`src/rkbi_pkg.sv`:
```
package rkbi_pkg;

    localparam int CFG_INDEX_WIDTH = 2;
    localparam int CFG_DATA_WIDTH  = 16;
    localparam int POS_WIDTH       = 32;
    localparam int HOLD_WIDTH      = 16;

    localparam logic [CFG_INDEX_WIDTH-1:0] CFG_MOVE_THRESHOLD        = 2'd0;
    localparam logic [CFG_INDEX_WIDTH-1:0] CFG_LONG_PRESS_TICKS      = 2'd1;
    localparam logic [CFG_INDEX_WIDTH-1:0] CFG_LONG_LONG_PRESS_TICKS = 2'd2;

    localparam logic [CFG_DATA_WIDTH-1:0] RST_MOVE_THRESHOLD        = 16'd1;
    localparam logic [CFG_DATA_WIDTH-1:0] RST_LONG_PRESS_TICKS      = 16'd50;
    localparam logic [CFG_DATA_WIDTH-1:0] RST_LONG_LONG_PRESS_TICKS = 16'd100;

    localparam logic MODE_EDGE = 1'b0;
    localparam logic MODE_TICK = 1'b1;

    typedef struct packed {
        logic mode;
        logic a_level;
        logic button_level;
    } in_item_t;

    typedef struct packed {
        logic signed [POS_WIDTH-1:0] position;
        logic                        moved;
        logic                        direction;
        logic                        pressed;
        logic                        released;
        logic                        click;
        logic                        long_click;
        logic                        long_down;
        logic                        long_long_down;
    } out_item_t;

    typedef struct packed {
        logic signed [POS_WIDTH-1:0] position;
        logic                        moved;
        logic                        direction;
    } knob_res_t;

    typedef struct packed {
        logic pressed;
        logic released;
        logic click;
        logic long_click;
        logic long_down;
        logic long_long_down;
    } btn_ev_t;

endpackage

```
`src/rkbi_knob.sv`:
```
module rkbi_knob #(
    parameter int COUNT_WIDTH = 32
) (
    input  logic                                  aclk,
    input  logic                                  aresetn,
    input  logic                                  step_en,
    input  rkbi_pkg::in_item_t                    item,
    input  logic [rkbi_pkg::CFG_DATA_WIDTH-1:0]   move_threshold,
    output rkbi_pkg::knob_res_t                   res
);
    import rkbi_pkg::*;

    logic [COUNT_WIDTH-1:0] edge_count_reg, edge_count_next;
    logic [COUNT_WIDTH-1:0] edge_seen_reg, edge_seen_next;
    logic [POS_WIDTH-1:0]   position_reg, position_next;
    logic [POS_WIDTH-1:0]   reported_reg, reported_next;

    logic [COUNT_WIDTH-1:0] delta;
    logic [POS_WIDTH-1:0]   delta_ext;
    logic [POS_WIDTH-1:0]   pos_sum;
    logic [POS_WIDTH-1:0]   pos_gap;
    logic [POS_WIDTH-1:0]   mag;
    logic                   fire;

    assign delta = edge_count_reg - edge_seen_reg;

    generate
        if (COUNT_WIDTH >= POS_WIDTH) begin : g_trunc
            assign delta_ext = delta[POS_WIDTH-1:0];
        end else begin : g_sext
            assign delta_ext = {{(POS_WIDTH-COUNT_WIDTH){delta[COUNT_WIDTH-1]}}, delta};
        end
    endgenerate

    assign pos_sum = position_reg + delta_ext;
    assign pos_gap = pos_sum - reported_reg;
    assign mag     = pos_gap[POS_WIDTH-1] ? (~pos_gap + 1'b1) : pos_gap;
    assign fire    = mag > {{(POS_WIDTH-CFG_DATA_WIDTH){1'b0}}, move_threshold};

    always_comb begin
        edge_count_next = edge_count_reg;
        edge_seen_next  = edge_seen_reg;
        position_next   = position_reg;
        reported_next   = reported_reg;
        res.position    = position_reg;
        res.moved       = 1'b0;
        res.direction   = 1'b0;
        if (item.mode == MODE_TICK) begin
            res.position  = pos_sum;
            res.moved     = fire;
            res.direction = delta[COUNT_WIDTH-1];
        end
        if (step_en) begin
            if (item.mode == MODE_EDGE) begin
                edge_count_next = item.a_level ? edge_count_reg + 1'b1
                                               : edge_count_reg - 1'b1;
            end else begin
                edge_seen_next = edge_count_reg;
                position_next  = pos_sum;
                if (fire) begin
                    reported_next = pos_sum;
                end
            end
        end
    end

    always_ff @(posedge aclk) begin
        if (!aresetn) begin
            edge_count_reg <= '0;
            edge_seen_reg  <= '0;
            position_reg   <= '0;
            reported_reg   <= '0;
        end else begin
            edge_count_reg <= edge_count_next;
            edge_seen_reg  <= edge_seen_next;
            position_reg   <= position_next;
            reported_reg   <= reported_next;
        end
    end

endmodule

```
`src/rkbi_button.sv`:
```
module rkbi_button (
    input  logic                                aclk,
    input  logic                                aresetn,
    input  logic                                step_en,
    input  rkbi_pkg::in_item_t                  item,
    input  logic [rkbi_pkg::CFG_DATA_WIDTH-1:0] long_press_ticks,
    input  logic [rkbi_pkg::CFG_DATA_WIDTH-1:0] long_long_press_ticks,
    output rkbi_pkg::btn_ev_t                   ev
);
    import rkbi_pkg::*;

    logic                  prev_pressed_reg, prev_pressed_next;
    logic                  is_up_reg, is_up_next;
    logic                  is_down_reg, is_down_next;
    logic                  long_reg, long_next;
    logic                  long_long_reg, long_long_next;
    logic [HOLD_WIDTH-1:0] hold_reg, hold_next;

    logic                  now_pressed;
    logic                  rel_hit;
    logic                  press_hit;
    logic                  down_mid;
    logic                  long_mid;
    logic                  long_long_mid;
    logic [HOLD_WIDTH-1:0] hold_inc;

    assign now_pressed   = ~item.button_level;
    assign rel_hit       = (prev_pressed_reg == now_pressed) && !now_pressed && !is_up_reg;
    assign press_hit     = (prev_pressed_reg == now_pressed) && now_pressed && !is_down_reg;
    assign down_mid      = press_hit | (is_down_reg & ~rel_hit);
    assign long_mid      = long_reg & ~rel_hit;
    assign long_long_mid = long_long_reg & ~rel_hit;
    assign hold_inc      = (hold_reg != {HOLD_WIDTH{1'b1}}) ? hold_reg + 1'b1 : hold_reg;

    always_comb begin
        ev                = '0;
        prev_pressed_next = prev_pressed_reg;
        is_up_next        = is_up_reg;
        is_down_next      = is_down_reg;
        long_next         = long_reg;
        long_long_next    = long_long_reg;
        hold_next         = hold_reg;
        if (item.mode == MODE_TICK) begin
            ev.released   = rel_hit;
            ev.pressed    = press_hit;
            ev.long_click = rel_hit & is_down_reg & long_reg;
            ev.click      = rel_hit & is_down_reg & ~long_reg;
            if (down_mid) begin
                ev.long_down      = !long_mid && (hold_inc >= long_press_ticks);
                ev.long_long_down = !long_long_mid && (hold_inc >= long_long_press_ticks);
            end
        end
        if (step_en && item.mode == MODE_TICK) begin
            prev_pressed_next = now_pressed;
            is_up_next        = rel_hit | (is_up_reg & ~press_hit);
            is_down_next      = down_mid;
            long_next         = long_mid | ev.long_down;
            long_long_next    = long_long_mid | ev.long_long_down;
            hold_next         = down_mid ? hold_inc : '0;
        end
    end

    always_ff @(posedge aclk) begin
        if (!aresetn) begin
            prev_pressed_reg <= 1'b0;
            is_up_reg        <= 1'b1;
            is_down_reg      <= 1'b0;
            long_reg         <= 1'b0;
            long_long_reg    <= 1'b0;
            hold_reg         <= '0;
        end else begin
            prev_pressed_reg <= prev_pressed_next;
            is_up_reg        <= is_up_next;
            is_down_reg      <= is_down_next;
            long_reg         <= long_next;
            long_long_reg    <= long_long_next;
            hold_reg         <= hold_next;
        end
    end

endmodule

```
`src/rotary_knob_and_button_interface.sv`:
```
// Channel   Ports                              Direction  Item
// input     s_valid, s_ready, s_data           in         edge or tick (mode, a_level, pin)
// result    m_valid, m_ready, m_data           out        position, motion and button events
// config    cfg_we, cfg_index, cfg_data        in         one 16-bit register per write
//
// One item per cycle sustained unless m_ready stalls the result register.
// The state update and result sit between the input register and the result register.
// Reset (synchronous, aresetn low) empties both registers and loads register defaults.
// A stalled result holds; the input register still fills, then s_ready drops.
module rotary_knob_and_button_interface #(
    parameter int COUNT_WIDTH = 32
) (
    input  logic                                 aclk,
    input  logic                                 aresetn,
    input  logic                                 s_valid,
    output logic                                 s_ready,
    input  rkbi_pkg::in_item_t                   s_data,
    output logic                                 m_valid,
    input  logic                                 m_ready,
    output rkbi_pkg::out_item_t                  m_data,
    input  logic                                 cfg_we,
    input  logic [rkbi_pkg::CFG_INDEX_WIDTH-1:0] cfg_index,
    input  logic [rkbi_pkg::CFG_DATA_WIDTH-1:0]  cfg_data
);
    import rkbi_pkg::*;

    logic [CFG_DATA_WIDTH-1:0] move_thr_reg;
    logic [CFG_DATA_WIDTH-1:0] long_ticks_reg;
    logic [CFG_DATA_WIDTH-1:0] long_long_ticks_reg;

    logic      in_valid_reg;
    in_item_t  in_item_reg;
    logic      out_valid_reg;
    out_item_t out_item_reg;
    logic      advance;

    knob_res_t knob_res;
    btn_ev_t   btn_ev;

    assign advance = in_valid_reg && (!out_valid_reg || m_ready);
    assign s_ready = !in_valid_reg || advance;
    assign m_valid = out_valid_reg;
    assign m_data  = out_item_reg;

    always_ff @(posedge aclk) begin
        if (!aresetn) begin
            move_thr_reg        <= RST_MOVE_THRESHOLD;
            long_ticks_reg      <= RST_LONG_PRESS_TICKS;
            long_long_ticks_reg <= RST_LONG_LONG_PRESS_TICKS;
        end else if (cfg_we) begin
            case (cfg_index)
                CFG_MOVE_THRESHOLD:        move_thr_reg        <= cfg_data;
                CFG_LONG_PRESS_TICKS:      long_ticks_reg      <= cfg_data;
                CFG_LONG_LONG_PRESS_TICKS: long_long_ticks_reg <= cfg_data;
                default: ;
            endcase
        end
    end

    rkbi_knob #(
        .COUNT_WIDTH(COUNT_WIDTH)
    ) u_knob (
        .aclk          (aclk),
        .aresetn       (aresetn),
        .step_en       (advance),
        .item          (in_item_reg),
        .move_threshold(move_thr_reg),
        .res           (knob_res)
    );

    rkbi_button u_button (
        .aclk                 (aclk),
        .aresetn              (aresetn),
        .step_en              (advance),
        .item                 (in_item_reg),
        .long_press_ticks     (long_ticks_reg),
        .long_long_press_ticks(long_long_ticks_reg),
        .ev                   (btn_ev)
    );

    always_ff @(posedge aclk) begin
        if (!aresetn) begin
            in_valid_reg  <= 1'b0;
            out_valid_reg <= 1'b0;
        end else begin
            if (s_valid && s_ready) begin
                in_valid_reg <= 1'b1;
            end else if (advance) begin
                in_valid_reg <= 1'b0;
            end
            if (advance) begin
                out_valid_reg <= 1'b1;
            end else if (m_ready) begin
                out_valid_reg <= 1'b0;
            end
        end
    end

    always_ff @(posedge aclk) begin
        if (s_valid && s_ready) begin
            in_item_reg <= s_data;
        end
        if (advance) begin
            out_item_reg.position       <= knob_res.position;
            out_item_reg.moved          <= knob_res.moved;
            out_item_reg.direction      <= knob_res.direction;
            out_item_reg.pressed        <= btn_ev.pressed;
            out_item_reg.released       <= btn_ev.released;
            out_item_reg.click          <= btn_ev.click;
            out_item_reg.long_click     <= btn_ev.long_click;
            out_item_reg.long_down      <= btn_ev.long_down;
            out_item_reg.long_long_down <= btn_ev.long_long_down;
        end
    end

    a_advance_fills: assert property (@(posedge aclk) disable iff (!aresetn)
        advance |=> m_valid)
        else $error("processed item did not reach the result register");

    a_click_excl: assert property (@(posedge aclk) disable iff (!aresetn)
        m_valid |-> !(m_data.click && m_data.long_click))
        else $error("click and long click in one item");

    a_click_release: assert property (@(posedge aclk) disable iff (!aresetn)
        (m_valid && (m_data.click || m_data.long_click)) |-> m_data.released)
        else $error("click without release");

    a_edge_no_events: assert property (@(posedge aclk) disable iff (!aresetn)
        (advance && in_item_reg.mode == MODE_EDGE) |=>
            !(m_data.moved || m_data.direction || m_data.pressed || m_data.released))
        else $error("edge item produced tick results");

    a_empty_ready: assert property (@(posedge aclk) disable iff (!aresetn)
        !in_valid_reg |-> s_ready)
        else $error("empty input register refused an item");

endmodule

```
`config.mk`:
```
export PLATFORM = sky130hd
export DESIGN_NAME = rotary_knob_and_button_interface
export DESIGN_NICKNAME = d
export VERILOG_FILES = /design/src/rkbi_pkg.sv /design/src/rkbi_knob.sv /design/src/rkbi_button.sv /design/src/rotary_knob_and_button_interface.sv
export SDC_FILE = /design/constraint.sdc
export NUM_CORES = 1
export LEC_CHECK = 0
export BUFFER_PORTS_ARGS = -buffer_cell sky130_fd_sc_hd__buf_2
export CORE_UTILIZATION = 45
export DETAILED_ROUTE_END_ITERATION = 10
export REMOVE_ABC_BUFFERS = 1
export SLEW_MARGIN = 20
export SYNTH_ARGS = -nofsm -noshare
export SYNTH_HDL_FRONTEND = slang
export SYNTH_HIERARCHICAL = 1
export SYNTH_SLANG_ARGS = --single-unit
```
`constraint.sdc`:
```
create_clock -name aclk -period 18 [get_ports aclk]
set_input_delay 3.6 -clock aclk [delete_from_list [all_inputs] [get_ports aclk]]
set_output_delay 3.6 -clock aclk [all_outputs]
set_load 0.02 [all_outputs]
```
==> results.json <==
{
  "outcome": "finished clean",
  "clock_sinks": 242,
  "place.gp.congestion": 0.921,
  "drive_gt1_share_pct": 9.22,
  "setup_viol": 0,
  "cts-root-buf": "clkbuf_16",
  "cpMaxStageDelayCell": "xor2_1",
  "holdWs_ns": 0.457,
  "dieWidth_microns": 209,
  "core_area_sq_um": 42100,
  "fin_crit_ns": 11.50,
  "synth_top_cell_area_share_pct": 20.7,
  "tightest_slew_ns": 1.08,
  "timing.final.crit_share_pct": 63.9,
  "grt_pass1_wl_mm": 82.4,
  "drt_wl_total_mm": 49.7,
  "power-per-cell-area_nw_per_um2": 161,
  "cts_inserted_buffers": 30,
  "dr.pass1.iters": 6,
  "drv_slew": 0,
  "power_leakage_nw": 8.67,
  "cts_tree": "done",
  "final_common_cell": "nand2_1",
  "synth_area_leaders": "dfxtp_1, ha_1, edfxtp_1",
  "final_nets": 2614,
  "antenna_found_initial": 0,
  "viasPerCell": 5.74,
  "diodes": 0,
  "top_level_ports": 68,
  "die_h_microns": 209,
  "area_delta_synth_final_pct": 8.79,
  "cpPeakStageDelay_ns": 0.89,
  "drc": 0,
  "grt_start_max_net_pins": 92,
  "grt_use_total_pct": 22.6,
  "cts_hold_buf": 0,
  "cp-start-kind": "register",
  "synth_flop_cell": "dfxtp_1",
  "fp-row-count": 75,
  "wl_per_cell_microns": 16.8,
  "skew_ns": 0.0136,
  "synth_edf_count": 43,
  "max_cap_viol_count": 0,
  "required_ns": 18.32,
  "crit_path_end_kind": "register",
  "final_cell_mix": "nand2_1, dfxtp_1, ha_1",
  "path_buf_inv": 1,
  "ys_seq_area_share_pct": 27.4,
  "yosysWarningCount": 6,
  "yosys_register_bits": 242,
  "vias": 17000,
  "fmax_mhz": 86.9,
  "path_class": "reg2reg",
  "netlist_area_sq_um": 19300,
  "cpMostUsedCell": "a21oi_1",
  "clockBufferDepth": 3,
  "irDropWorstVdd_mv": 0.201,
  "postSynthCellCount": 2396,
  "overflow": 0,
  "ant_nets": 0,
  "largest_register_ff_count": 40,
  "portBuffers": 67,
  "first_global_vias": 16300,
  "crit_arrival_ns": 11.82,
  "critPathMaxFanout": 24,
  "hpwl_mm": 36.7,
  "path_delay_family": "compound AO/OA/AOI/OAI gates",
  "ctsResizeCount": 0,
  "slew-limit-headroom_pct": 28.0,
  "clk_pin_slew_worst_paths_ns": 0.06,
  "htreeDepth": 1,
  "min-delay-path-class": "reg2reg",
  "start_util_pct": 45.8,
  "final-hold-violation-count": 0,
  "synthArstFlopShare_pct": 0,
  "drt_iter0_markers": 1139,
  "postCtsSetupBuffers": 0,
  "avgSynthCellArea_sq_um": 8.05,
  "dieArea_sq_um": 43700,
  "rsz0062_at_grt": "false",
  "ys_types": 95,
  "clk_latency_ns": 0.57,
  "synth_area_leader_cell": "dfxtp_1",
  "fin_setup_tns_ns": 0
}
[per-layer routing]
| metal | track usage [%] | wire, microns | vias to the layer above |
|---|---|---|---|
| li1 | - | - | 8646 |
| met1 | 31.5 | 24200 | 7920 |
| met2 | 37.3 | 22200 | 419 |
| met3 | 2.10 | 2300 | 59 |
| met4 | 5.65 | 1040 | 0 |
| met5 | 0 | 0 | - |
[path summary, 6_finish.rpt]
kind,from,endpoint,slack (ns),cells past startpoint
setup / recovery,u_knob/edge_count_reg[0],m_data[7],6.50,45
hold / removal,long_ticks_reg[9],long_ticks_reg[9],0.46,2
setup reg to reg,u_knob/edge_count_reg[0],m_data[7],6.50,45
hold reg to reg,long_ticks_reg[9],long_ticks_reg[9],0.46,2
[cell usage after synthesis, types with 17 or more instances]
master    number
nand4_1       24
o211ai_1      23
nor2_1       154
xor2_1        45
xnor2_1       81
o31ai_1       38
edfxtp_1      43
mux2i_1       44
a211oi_1      17
nand3_1       61
a21oi_1      166
clkbuf_1      71
nor2b_1       24
a21boi_0      74
o311ai_1      26
a21o_1        53
mux2_2        35
and2_1        44
nand2b_1      23
buf_2         17
ha_1         178
and3_1        21
o21ai_0       93
a31oi_1       23
nand2_1      337
o21a_1        31
inv_1        162
dfxtp_1      199
nor3_1        40
[stage by stage]
stage                     std cells  area (sq um)  power, mW  setup WS [ns]  util (%)
after global routing           2969         21000       3.64           5.33      49.8
after CTS                      2969         21000       3.36           6.55      49.8
final                          2969         21000       3.38           6.50      49.8
after global placement         2913         20000       2.69           6.84      47.4
after floorplan                2294         18800       2.19           8.61         -
after detailed placement       2913         20000       2.74           6.57      47.4
[logic make-up after synthesis]
family	after synthesis	share of synthesized area, %
XOR/XNOR	128	5.92
multiplexers	79	4.33
flip-flops	242	27.4
AND/OR/NAND/NOR	824	20.7
buffers and inverters	264	5.57
adder cells (fa/ha/maj)	182	12.0
AO/OA/AOI/OAI	677	24.1
[tightest hold or removal path, delay by kind of cell (launching register included)]
| kind | cells | cell delay [ns] |
|---|---|---|
| multiplexers | 1 | 0.05 |
| flip-flops | 1 | 0.31 |
| AND/OR/NAND/NOR | 1 | 0.05 |
[layout make-up]
class	instances	area, sq um
clock buffers	44	917
clock inverters	12	97.6
fillers	4021	21200
inverters	162	608
multi-input cells	1890	13000
flip-flops and latches	242	5280
well taps	539	674
repair buffers	80	439
[power by group]
part           total, mW  internal (mW)  switching [mW]
combinational       2.15          0.772            1.38
sequential         0.615          0.592          0.0228
clock              0.610          0.367           0.243
No activity file was read; power rests on OpenSTA's default activity.
